`src/sv/fss_pkg.sv`:
```
`timescale 1ns / 1ps
`default_nettype none
// ----------------------------------------------------------------------------
// fss_pkg
// Shared types, constants and character helpers of the fuzzy subsequence
// scorer.
// ----------------------------------------------------------------------------
package fss_pkg;

    localparam int MaxPattern = 16;
    localparam int CharW      = 8;
    localparam int IdxW       = $clog2(MaxPattern);
    localparam int LenW       = 5;
    localparam int ScoreW     = 10;
    localparam int GainW      = 8;
    localparam int AddrW      = 5;
    localparam int DataW      = 64;
    localparam int QDepth     = 2;

    localparam logic [ScoreW-1:0] ScoreMax = ScoreW'(1023);
    localparam logic [LenW-1:0]   LenMax   = LenW'(31);
    localparam logic [LenW-1:0]   RunMax   = LenW'(31);

    localparam logic [GainW-1:0]  BonusBase     = GainW'(1);
    localparam logic [GainW-1:0]  BonusBoundary = GainW'(10);
    localparam logic [GainW-1:0]  BonusStart    = GainW'(8);
    localparam logic [GainW-1:0]  BonusCase     = GainW'(1);
    localparam logic [ScoreW-1:0] BonusShort    = ScoreW'(15);
    localparam logic [LenW:0]     ShortSlack    = (LenW + 1)'(2);

    localparam logic [CharW-1:0] ChSpace      = 8'h20;
    localparam logic [CharW-1:0] ChDash       = 8'h2D;
    localparam logic [CharW-1:0] ChUnderscore = 8'h5F;
    localparam logic [CharW-1:0] ChDot        = 8'h2E;
    localparam logic [CharW-1:0] CaseOffset   = 8'h20;

    // register byte addresses (8-byte stride)
    typedef enum logic [AddrW-1:0] {
        REG_PAT_LO  = 5'd0,
        REG_PAT_HI  = 5'd8,
        REG_PAT_LEN = 5'd16
    } reg_addr_t;

    // one classified text character
    typedef struct packed {
        logic [CharW-1:0] ch;
        logic [CharW-1:0] ch_lower;
        logic             is_upper;
        logic             is_lower;
        logic             is_sep;
        logic             last;
        logic             empty;
    } fss_item_t;

    typedef struct packed {
        logic full;
        logic empty;
    } fss_qstat_t;

    function automatic logic char_is_upper(input logic [CharW-1:0] c);
        return (c inside {[8'h41 : 8'h5A]});
    endfunction

    function automatic logic char_is_lower(input logic [CharW-1:0] c);
        return (c inside {[8'h61 : 8'h7A]});
    endfunction

    function automatic logic char_is_sep(input logic [CharW-1:0] c);
        return (c inside {ChSpace, ChDash, ChUnderscore, ChDot});
    endfunction

    function automatic logic [CharW-1:0] to_lower(input logic [CharW-1:0] c);
        return char_is_upper(c) ? c + CaseOffset : c;
    endfunction

endpackage
`default_nettype wire

```
`src/sv/fss_in_if.sv`:
```
`timescale 1ns / 1ps
`default_nettype none
// ----------------------------------------------------------------------------
// fss_in_if
// Text character channel: valid/ready with one character per transaction.
// ----------------------------------------------------------------------------
interface fss_in_if;
    logic                      valid;
    logic                      ready;
    logic [fss_pkg::CharW-1:0] text_char;
    logic                      last_char;
    logic                      empty_text;

    modport source (output valid, text_char, last_char, empty_text, input ready);
    modport sink   (input valid, text_char, last_char, empty_text, output ready);
endinterface
`default_nettype wire

```
`src/sv/fss_out_if.sv`:
```
`timescale 1ns / 1ps
`default_nettype none
// ----------------------------------------------------------------------------
// fss_out_if
// Score result channel: valid/ready with one score per transaction.
// ----------------------------------------------------------------------------
interface fss_out_if;
    logic                       valid;
    logic                       ready;
    logic [fss_pkg::ScoreW-1:0] match_score;
    logic                       matched;

    modport source (output valid, match_score, matched, input ready);
    modport sink   (input valid, match_score, matched, output ready);
endinterface
`default_nettype wire

```
`src/sv/fss_front.sv`:
```
`timescale 1ns / 1ps
`default_nettype none
// ----------------------------------------------------------------------------
// fss_front
// Accepts text characters and classifies them (case fold, letter class,
// separator) before they enter the queue.
// ----------------------------------------------------------------------------
module fss_front (
    fss_in_if.sink              in_ch,
    input  fss_pkg::fss_qstat_t qstat,
    output logic                push,
    output fss_pkg::fss_item_t  item
);

    assign in_ch.ready = !qstat.full;
    assign push        = in_ch.valid && !qstat.full;

    always_comb
    begin
        item.ch       = in_ch.text_char;
        item.ch_lower = fss_pkg::to_lower(in_ch.text_char);
        item.is_upper = fss_pkg::char_is_upper(in_ch.text_char);
        item.is_lower = fss_pkg::char_is_lower(in_ch.text_char);
        item.is_sep   = fss_pkg::char_is_sep(in_ch.text_char);
        item.last     = in_ch.last_char;
        item.empty    = in_ch.empty_text;
    end

endmodule
`default_nettype wire

```
`src/sv/fss_queue.sv`:
```
`timescale 1ns / 1ps
`default_nettype none
// ----------------------------------------------------------------------------
// fss_queue
// Two-entry FIFO of classified characters between front and back.
// ----------------------------------------------------------------------------
module fss_queue (
    input  logic                clk,
    input  logic                rst_n,
    input  logic                push,
    input  fss_pkg::fss_item_t  push_item,
    input  logic                pop,
    output fss_pkg::fss_item_t  head_item,
    output fss_pkg::fss_qstat_t qstat
);

    localparam int PtrW = $clog2(fss_pkg::QDepth);
    localparam int CntW = $clog2(fss_pkg::QDepth + 1);

    fss_pkg::fss_item_t entry_reg [fss_pkg::QDepth];
    logic [PtrW-1:0]    wr_ptr_reg, wr_ptr_next;
    logic [PtrW-1:0]    rd_ptr_reg, rd_ptr_next;
    logic [CntW-1:0]    count_reg, count_next;
    logic               do_push, do_pop;

    assign qstat.full  = (count_reg == CntW'(fss_pkg::QDepth));
    assign qstat.empty = (count_reg == '0);
    assign do_push     = push && !qstat.full;
    assign do_pop      = pop && !qstat.empty;
    assign head_item   = entry_reg[rd_ptr_reg];

    always_comb
    begin
        wr_ptr_next = do_push ? wr_ptr_reg + PtrW'(1) : wr_ptr_reg;
        rd_ptr_next = do_pop  ? rd_ptr_reg + PtrW'(1) : rd_ptr_reg;
        count_next  = count_reg + CntW'(do_push) - CntW'(do_pop);
    end

    always_ff @(posedge clk or negedge rst_n)
    begin
        if (!rst_n)
        begin
            wr_ptr_reg <= '0;
            rd_ptr_reg <= '0;
            count_reg  <= '0;
        end
        else
        begin
            wr_ptr_reg <= wr_ptr_next;
            rd_ptr_reg <= rd_ptr_next;
            count_reg  <= count_next;
        end
    end

    always_ff @(posedge clk)
    begin
        if (do_push)
        begin
            entry_reg[wr_ptr_reg] <= push_item;
        end
    end

endmodule
`default_nettype wire

```
`src/sv/fss_back.sv`:
```
`timescale 1ns / 1ps
`default_nettype none
// ----------------------------------------------------------------------------
// fss_back
// Greedy subsequence matcher: per-text match state, score accumulation and
// the registered result stage.
// ----------------------------------------------------------------------------
module fss_back (
    input  logic                                    clk,
    input  logic                                    rst_n,
    input  fss_pkg::fss_item_t                      item,
    input  fss_pkg::fss_qstat_t                     qstat,
    input  logic [fss_pkg::DataW-1:0]               pattern_lo,
    input  logic [fss_pkg::DataW-1:0]               pattern_hi,
    input  logic [fss_pkg::LenW-1:0]                plen,
    output logic                                    pop,
    fss_out_if.source                               out_ch
);

    localparam int LenW   = fss_pkg::LenW;
    localparam int ScoreW = fss_pkg::ScoreW;
    localparam int GainW  = fss_pkg::GainW;
    localparam int CharW  = fss_pkg::CharW;

    logic [fss_pkg::MaxPattern-1:0][CharW-1:0] pat;

    logic [LenW-1:0]   count_reg, count_next;
    logic [LenW-1:0]   run_reg, run_next;
    logic [ScoreW-1:0] score_reg, score_next;
    logic [LenW-1:0]   len_reg, len_next;
    logic              prev_sep_reg, prev_sep_next;
    logic              prev_lower_reg, prev_lower_next;

    logic              out_valid_reg, out_valid_next;
    logic [ScoreW-1:0] out_score_reg, out_score_next;
    logic              out_matched_reg, out_matched_next;

    logic [CharW-1:0]  p_char;
    logic              active, hit, at_start, boundary, ends, out_free;
    logic [GainW-1:0]  gain;
    logic [ScoreW:0]   sum_wide, fin_wide;
    logic [ScoreW-1:0] score_upd, res_score;
    logic [LenW-1:0]   count_upd, run_upd, len_upd;
    logic              res_matched;

    assign pat = {pattern_hi, pattern_lo};

    always_comb
    begin
        p_char   = pat[count_reg[fss_pkg::IdxW-1:0]];
        active   = (count_reg < plen);
        hit      = active && (item.ch_lower == fss_pkg::to_lower(p_char));
        at_start = (len_reg == '0);
        boundary = at_start || prev_sep_reg || (prev_lower_reg && item.is_upper);

        gain = fss_pkg::BonusBase
             + (boundary ? fss_pkg::BonusBoundary : '0)
             + {1'b0, run_reg, 2'b00}
             + (at_start ? fss_pkg::BonusStart : '0)
             + ((item.ch == p_char) ? fss_pkg::BonusCase : '0);

        sum_wide = {1'b0, score_reg} + (ScoreW + 1)'(gain);

        if (hit)
        begin
            score_upd = (sum_wide > {1'b0, fss_pkg::ScoreMax}) ? fss_pkg::ScoreMax
                                                              : sum_wide[ScoreW-1:0];
            run_upd   = (run_reg == fss_pkg::RunMax) ? run_reg : run_reg + LenW'(1);
            count_upd = count_reg + LenW'(1);
        end
        else
        begin
            score_upd = score_reg;
            run_upd   = active ? '0 : run_reg;
            count_upd = count_reg;
        end
        len_upd = (len_reg == fss_pkg::LenMax) ? len_reg : len_reg + LenW'(1);

        // final score, short-text bonus when the text is at most two characters longer than the pattern
        fin_wide = {1'b0, score_upd}
                 + (({1'b0, len_upd} <= ({1'b0, plen} + fss_pkg::ShortSlack))
                    ? {1'b0, fss_pkg::BonusShort} : '0);

        if (plen == '0)
        begin
            res_score   = ScoreW'(1);
            res_matched = 1'b1;
        end
        else if (item.empty || (count_upd < plen))
        begin
            res_score   = '0;
            res_matched = 1'b0;
        end
        else
        begin
            res_score   = (fin_wide > {1'b0, fss_pkg::ScoreMax}) ? fss_pkg::ScoreMax
                                                                : fin_wide[ScoreW-1:0];
            res_matched = 1'b1;
        end

        ends     = item.empty || item.last;
        out_free = !out_valid_reg || out_ch.ready;
        pop      = !qstat.empty && (!ends || out_free);

        count_next       = count_reg;
        run_next         = run_reg;
        score_next       = score_reg;
        len_next         = len_reg;
        prev_sep_next    = prev_sep_reg;
        prev_lower_next  = prev_lower_reg;
        out_valid_next   = out_valid_reg && !out_ch.ready;
        out_score_next   = out_score_reg;
        out_matched_next = out_matched_reg;

        if (pop)
        begin
            if (ends)
            begin
                count_next       = '0;
                run_next         = '0;
                score_next       = '0;
                len_next         = '0;
                prev_sep_next    = 1'b0;
                prev_lower_next  = 1'b0;
                out_valid_next   = 1'b1;
                out_score_next   = res_score;
                out_matched_next = res_matched;
            end
            else
            begin
                count_next      = count_upd;
                run_next        = run_upd;
                score_next      = score_upd;
                len_next        = len_upd;
                prev_sep_next   = item.is_sep;
                prev_lower_next = item.is_lower;
            end
        end
    end

    always_ff @(posedge clk or negedge rst_n)
    begin
        if (!rst_n)
        begin
            count_reg      <= '0;
            run_reg        <= '0;
            score_reg      <= '0;
            len_reg        <= '0;
            prev_sep_reg   <= 1'b0;
            prev_lower_reg <= 1'b0;
            out_valid_reg  <= 1'b0;
        end
        else
        begin
            count_reg      <= count_next;
            run_reg        <= run_next;
            score_reg      <= score_next;
            len_reg        <= len_next;
            prev_sep_reg   <= prev_sep_next;
            prev_lower_reg <= prev_lower_next;
            out_valid_reg  <= out_valid_next;
        end
    end

    always_ff @(posedge clk)
    begin
        out_score_reg   <= out_score_next;
        out_matched_reg <= out_matched_next;
    end

    assign out_ch.valid       = out_valid_reg;
    assign out_ch.match_score = out_score_reg;
    assign out_ch.matched     = out_matched_reg;

endmodule
`default_nettype wire

```
`src/sv/fuzzy_subsequence_scorer_unit.sv`:
```
`timescale 1ns / 1ps
`default_nettype none
// ----------------------------------------------------------------------------
// fuzzy_subsequence_scorer_unit
// Streams candidate texts one character per transaction and returns one
// fuzzy subsequence score per text against a configured pattern.
// ----------------------------------------------------------------------------
// Usage:
//   - Program the pattern over APB: 0x00 chars 0..7, 0x08 chars 8..15,
//     0x10 pattern length (0 = empty, values above 16 act as 16). Writes
//     complete without wait states, pready is tied high. Reprogram only when idle.
//   - in_ch carries one text character per transaction; last_char tags the
//     final character, empty_text sends a whole empty text in one transaction.
//   - out_ch returns one transaction per text: match_score and matched.
// Timing:
//   - Throughput is one character per cycle unless a held result stalls the
//     back. The front classifies a character as it is accepted, a 2-entry
//     queue decouples it from the back, and the back updates the match state
//     once per cycle while not stalled. The final character is written into a
//     queue entry when accepted; the result register loads when it is popped.
// Reset:
//   - rst_n clears the pattern registers, the queue, the per-text state and
//     the result valid. The block is ready to accept characters out of reset.
// Backpressure:
//   - A held result stalls only the back on a text-ending character; the
//     queue absorbs one more character before in_ch.ready drops.
// ----------------------------------------------------------------------------
module fuzzy_subsequence_scorer_unit (
    input  logic                         clk,
    input  logic                         rst_n,
    input  logic                         psel,
    input  logic                         penable,
    input  logic                         pwrite,
    input  logic [fss_pkg::AddrW-1:0]    paddr,
    input  logic [fss_pkg::DataW-1:0]    pwdata,
    output logic [fss_pkg::DataW-1:0]    prdata,
    output logic                         pready,
    fss_in_if.sink                       in_ch,
    fss_out_if.source                    out_ch
);

    localparam int LenW  = fss_pkg::LenW;
    localparam int DataW = fss_pkg::DataW;

    // pattern configuration registers
    logic [DataW-1:0] pat_lo_reg, pat_lo_next;
    logic [DataW-1:0] pat_hi_reg, pat_hi_next;
    logic [LenW-1:0]  plen_reg, plen_next;
    logic [LenW-1:0]  plen_eff;
    logic             cfg_wr;

    // front/queue/back plumbing
    fss_pkg::fss_item_t  front_item, head_item;
    fss_pkg::fss_qstat_t qstat;
    logic                push, pop;

    assign pready = 1'b1;
    assign cfg_wr = psel && penable && pwrite && pready;

    always_comb
    begin
        pat_lo_next = pat_lo_reg;
        pat_hi_next = pat_hi_reg;
        plen_next   = plen_reg;
        if (cfg_wr)
        begin
            case (paddr)
                fss_pkg::REG_PAT_LO:  pat_lo_next = pwdata;
                fss_pkg::REG_PAT_HI:  pat_hi_next = pwdata;
                fss_pkg::REG_PAT_LEN: plen_next   = pwdata[LenW-1:0];
                default:              ;
            endcase
        end
    end

    always_comb
    begin
        case (paddr)
            fss_pkg::REG_PAT_LO:  prdata = pat_lo_reg;
            fss_pkg::REG_PAT_HI:  prdata = pat_hi_reg;
            fss_pkg::REG_PAT_LEN: prdata = DataW'(plen_reg);
            default:              prdata = '0;
        endcase
    end

    always_ff @(posedge clk or negedge rst_n)
    begin
        if (!rst_n)
        begin
            pat_lo_reg <= '0;
            pat_hi_reg <= '0;
            plen_reg   <= '0;
        end
        else
        begin
            pat_lo_reg <= pat_lo_next;
            pat_hi_reg <= pat_hi_next;
            plen_reg   <= plen_next;
        end
    end

    // lengths above the pattern capacity clamp to it
    assign plen_eff = (plen_reg > LenW'(fss_pkg::MaxPattern)) ? LenW'(fss_pkg::MaxPattern)
                                                              : plen_reg;

    fss_front u_front (
        .in_ch (in_ch),
        .qstat (qstat),
        .push  (push),
        .item  (front_item)
    );

    fss_queue u_queue (
        .clk       (clk),
        .rst_n     (rst_n),
        .push      (push),
        .push_item (front_item),
        .pop       (pop),
        .head_item (head_item),
        .qstat     (qstat)
    );

    fss_back u_back (
        .clk        (clk),
        .rst_n      (rst_n),
        .item       (head_item),
        .qstat      (qstat),
        .pattern_lo (pat_lo_reg),
        .pattern_hi (pat_hi_reg),
        .plen       (plen_eff),
        .pop        (pop),
        .out_ch     (out_ch)
    );

    // ------------------------------------------------------------------------
    // Assertions
    // ------------------------------------------------------------------------

    // an unmatched text always scores zero
    a_nomatch_zero: assert property (@(posedge clk) disable iff (!rst_n)
        (out_ch.valid && !out_ch.matched) |-> (out_ch.match_score == '0))
        else $error("unmatched result with nonzero score");

    // a matched text always scores at least one
    a_match_nonzero: assert property (@(posedge clk) disable iff (!rst_n)
        (out_ch.valid && out_ch.matched) |-> (out_ch.match_score != '0))
        else $error("matched result with zero score");

    // the back never consumes from an empty queue
    a_pop_nonempty: assert property (@(posedge clk) disable iff (!rst_n)
        pop |-> !qstat.empty)
        else $error("pop from empty queue");

    // a full queue holds off the input channel
    a_full_stalls: assert property (@(posedge clk) disable iff (!rst_n)
        qstat.full |-> !in_ch.ready)
        else $error("input ready while queue full");

endmodule
`default_nettype wire

```
`src/flat_wrapper.sv`:
```
// flat-port wrapper written by rule: the top's interface ports become plain ports
module fuzzy_subsequence_scorer_unit_flat 
  (clk, rst_n, psel, penable, pwrite, paddr, pwdata, prdata, pready, in_ch_valid, in_ch_text_char, in_ch_last_char, in_ch_empty_text, in_ch_ready, out_ch_valid, out_ch_match_score, out_ch_matched, out_ch_ready);
  fss_in_if in_ch_i ();
  fss_out_if out_ch_i ();
  input  logic clk;
  input  logic rst_n;
  input  logic psel;
  input  logic penable;
  input  logic pwrite;
  input  logic [fss_pkg::AddrW-1:0] paddr;
  input  logic [fss_pkg::DataW-1:0] pwdata;
  output logic [fss_pkg::DataW-1:0] prdata;
  output logic pready;
  input wire logic [$bits(in_ch_i.valid)-1:0] in_ch_valid;
  input wire logic [$bits(in_ch_i.text_char)-1:0] in_ch_text_char;
  input wire logic [$bits(in_ch_i.last_char)-1:0] in_ch_last_char;
  input wire logic [$bits(in_ch_i.empty_text)-1:0] in_ch_empty_text;
  output wire logic [$bits(in_ch_i.ready)-1:0] in_ch_ready;
  output wire logic [$bits(out_ch_i.valid)-1:0] out_ch_valid;
  output wire logic [$bits(out_ch_i.match_score)-1:0] out_ch_match_score;
  output wire logic [$bits(out_ch_i.matched)-1:0] out_ch_matched;
  input wire logic [$bits(out_ch_i.ready)-1:0] out_ch_ready;
  assign in_ch_i.valid = in_ch_valid;
  assign in_ch_i.text_char = in_ch_text_char;
  assign in_ch_i.last_char = in_ch_last_char;
  assign in_ch_i.empty_text = in_ch_empty_text;
  assign in_ch_ready = in_ch_i.ready;
  assign out_ch_valid = out_ch_i.valid;
  assign out_ch_match_score = out_ch_i.match_score;
  assign out_ch_matched = out_ch_i.matched;
  assign out_ch_i.ready = out_ch_ready;
  fuzzy_subsequence_scorer_unit u_core (.clk(clk), .rst_n(rst_n), .psel(psel), .penable(penable), .pwrite(pwrite), .paddr(paddr), .pwdata(pwdata), .prdata(prdata), .pready(pready), .in_ch(in_ch_i), .out_ch(out_ch_i));
endmodule
```
`config.mk`:
```
export PLATFORM = sky130hd
export DESIGN_NAME = fuzzy_subsequence_scorer_unit_flat
export DESIGN_NICKNAME = d
export VERILOG_FILES = /design/src/sv/fss_pkg.sv /design/src/sv/fss_in_if.sv /design/src/sv/fss_out_if.sv /design/src/sv/fss_front.sv /design/src/sv/fss_queue.sv /design/src/sv/fss_back.sv /design/src/sv/fuzzy_subsequence_scorer_unit.sv /design/src/flat_wrapper.sv
export SDC_FILE = /design/constraint.sdc
export NUM_CORES = 1
export LEC_CHECK = 0
export ABC_AREA = 0
export BUFFER_PORTS_ARGS = -buffer_cell sky130_fd_sc_hd__buf_2
export CAP_MARGIN = 0
export CORE_MARGIN = 2
export CORE_UTILIZATION = 40
export CTS_BUF_LIST = sky130_fd_sc_hd__clkbuf_16
export CTS_CLUSTER_SIZE = 10
export DETAILED_ROUTE_END_ITERATION = 8
export GPL_TIMING_DRIVEN = 0
export PLACE_DENSITY_LB_ADDON = 0.25
export SYNTH_ARGS = -nofsm -noshare
export SYNTH_HDL_FRONTEND = slang
export SYNTH_SLANG_ARGS = --single-unit
```
`constraint.sdc`:
```
create_clock -name clk -period 10.3 [get_ports clk]
set_input_delay 0.515 -clock clk [delete_from_list [all_inputs] [get_ports clk]]
set_output_delay 0.515 -clock clk [all_outputs]
set_load 0.02 [all_outputs]
```
==> flow_summary.ini <==
[final_layout]
fillers = 2675
layout.nets = 1250
final_core_util = 0.4779
synthToLayoutAreaGrowth_pct = 18.27
layout-drive-gt1-share = 0.3531

[timing]
rsz0062_at_grt = false
hold_slack_ns = 0.1695
clock-skew-final_ns = 0.02509
slew-limit-headroom = 0.3472
setup_violations = 0
fin_crit_sh = 0.7112
hold_viol = 0
max_freq_mhz = 136.5
post-route-min-period_ns = 7.325
tightest_slew_ns = 0.9656
finalSetupTns_ns = 0
maxSlewViolCount = 0
fin_ws_ns = 2.975

[floorplan]
fp.dieArea_um2 = 30210
die_w_um = 173.8
core_area_um2 = 28550
rows = 62
fp.dieH_um = 173.8
io-pin-count = 164
initial_core_util = 0.4041

[worst_hold_path]
hp-class = input pin to flop

[yosys]
synth_flop_cell = dfrtp_1
syn_area_per_cell_um2 = 12.51
synth_common_cells = dfrtp_1, mux2_2, a22o_1
synth_top_family_by_area = multiplexers
yosysSeqAreaShare = 0.4699
ys_ff_latch = 208
synthMuxAreaShare = 0.2281
ys_types = 67
syn-cell-area_um2 = 11530
synth-compound-area-share = 0.1181
synth_most_common_cell = dfrtp_1
async_reset_ff_frac = 0.7933
yosys-top-cells-area = dfrtp_1, mux2_2, edfxtp_1
synth_nets = 1059
synth_edf_count = 43
synth_area_leader_cell = dfrtp_1
postSynthCellCount = 922
synth-adder-area-share = 0.05792
synth-simple-area-share = 0.06845
yosysWarnings = 0
synth_xor_area_frac = 0.02733
synth.top_cell.area_share = 0.3580

[grt]
grt-ovfl-total = 0
grt_pass1_vias = 8724
grt_usage = 0.2146
grt_first_pass_wirelength_um = 50190
antenna_found_initial = 5
grt_max_degree = 122

[worst_setup_path]
crit_top_cell = a21oi_1
cp-start-kind = flop
crit_type = flop to flop
critPathSlowestCell = fa_1
crit_fanout = 10
endpoint_kind = flop
cpPeakStageDelay_ns = 0.41
crit_arrival_ns = 7.61
cp.required_ns = 10.58

[clock_tree]
clock-sinks = 208
htree_levels = 1
clk_pin_slew_ns = 0.06
clockRootBuffer = clkbuf_16
numCtsBuffers = 26
cts_tree = built
cts.path.max_buffers = 3
worstSkewPairLatency_ns = 0.55

[placement]
hpwl_um = 23580
numPortBuffers = 161
gp_congestion = 0.8353
dp_slack_ns = 2.989

[power_and_ir_drop]
power.switching_uw = 755.3
p_leak_uw = 0.006441
pwr_density_cell_nw_per_um2 = 176.8
p_int_uw = 1657
seqPwrFrac = 0.426
p_sw_frac = 0.3131
peakVddDrop_v = 0.0001241
clkPwrFrac = 0.341
p_comb_frac = 0.232
total_power_uw = 2412

[outcome]
status = finished clean

[run]
maxCapViolCount = 0

[routing]
avgRoutedWirePerCell_um = 21.38
drt_first_pass_iters = 5
drtAntennaViolNets = 0
routed_wl_um = 32360
num_vias = 8393
drc_errors = 0
drtIter0Drc = 543
viasPerCell = 5.544
==> worst paths after layout <==
path / depth (start not counted) / slack, ns / start / endpoint
min in group asynchronous: 2 / 0.46 / rst_n / u_core.pat_lo_reg[3]
max reg2reg: 35 / 2.98 / u_core.u_back.count_reg[1] / u_core.u_back.out_ch.match_score[5]
max: 35 / 2.98 / u_core.u_back.count_reg[1] / u_core.u_back.out_ch.match_score[5]
min reg2reg: 1 / 0.51 / u_core.u_queue.wr_ptr_reg / u_core.u_queue.wr_ptr_reg
min: 1 / 0.17 / in_ch_last_char / u_core.u_queue.entry_reg[1][1]
max in group asynchronous: 3 / 8.87 / rst_n / u_core.pat_lo_reg[17]
==> layout make-up <==
| cell class | count | area, µm² | share of cell area |
|---|---|---|---|
| multi-input combinational | 632 | 5773 | 0.4232 |
| sequential | 208 | 5420 | 0.3973 |
| timing repair buffer | 163 | 853.3 | 0.06255 |
| clock buffer | 27 | 675.6 | 0.04953 |
| tap | 384 | 480.5 | 0.03522 |
| buffer | 54 | 239.0 | 0.01752 |
| inverter | 28 | 105.1 | 0.007704 |
| clock inverter | 15 | 87.58 | 0.006420 |
| antenna | 3 | 7.507 | 0.0005503 |
==> routing by layer <==
metal / GRT usage / vias up / share of wire
li1: - / 3843 / -
met4: 0.07213 / 4 / 0.028
met5: 0 / - / 0.00065
met2: 0.3576 / 266 / 0.49
met3: 0.04452 / 67 / 0.063
met1: 0.2792 / 4213 / 0.42
==> through the flow <==
step	instance area [µm²]	cells
after floorplan	11530	922
after global placement	12820	1467
after detailed placement	12860	1468
after CTS	13630	1511
after global routing	13640	1512
final	13640	1514
==> cells by family (layout without fill, tap and decap cells) <==
group                    Yosys count  in the layout
XOR/XNOR                          36             36
multiplexers                     202            202
AO/OA/AOI/OAI                    188            188
adder cells (fa/ha/maj)           51             51
buffers and inverters             82            287
AND/OR/NAND/NOR                  154            154
flip-flops                       208            208
other                              1              4
==> cell usage in the layout (no fill, tap or decap), types with 4 or more instances in the layout <==
| master | synthesis | layout |
|---|---|---|
| buf_2 | 8 | 168 |
| dfrtp_1 | 165 | 165 |
| mux2_2 | 147 | 147 |
| a22o_1 | 64 | 64 |
| ha_1 | 47 | 47 |
| edfxtp_1 | 43 | 43 |
| nand2_1 | 42 | 42 |
| inv_1 | 28 | 39 |
| clkbuf_1 | 39 | 39 |
| o21ai_0 | 35 | 35 |
| mux4_2 | 34 | 34 |
| a21oi_1 | 31 | 31 |
| nor2_1 | 30 | 29 |
| clkbuf_16 | 0 | 27 |
| xnor2_1 | 23 | 23 |
| mux2i_1 | 21 | 21 |
| nor2b_1 | 15 | 15 |
| nand3_1 | 15 | 15 |
| xor2_1 | 13 | 13 |
| nand2b_1 | 11 | 11 |
| nand4_1 | 8 | 8 |
| nor3_1 | 8 | 8 |
| and2_1 | 7 | 7 |
| a21o_1 | 7 | 7 |
| a31oi_1 | 6 | 6 |
| a22oi_1 | 6 | 6 |
| o21a_1 | 4 | 4 |
| a211o_1 | 4 | 4 |
| fa_1 | 4 | 4 |
==> timing repair <==
item	CTS	global route
endpoints found under the hold margin	44	0
hold buffers	1	0
setup endpoints to repair	0	0
setup buffers	0	0
gates resized for setup	0	0
==> power by group through the flow <==
stage	logic, µW	clock network, µW	registers, µW
2_1_floorplan	366	0	1050
3_3_place_gp	554	0	1040
3_5_place_dp	566	0	1040
4_1_cts	568	838	1030
5_1_grt	621	873	1040
6_report	560	823	1030
==> worst max-delay path, delay by kind of cell, from the launching register on <==
kind                       cells  cell delay [ns]
AOI/OAI and AO/OA             12             2.30
xor gates and xnor gates       2             0.32
adders and majority gates      5             1.21
buffers and inverters          5             1.17
DFF                            1             0.39
muxes                          1             0.40
and+or+nand+nor               10             1.27
(Power assumes the default switching activity.)
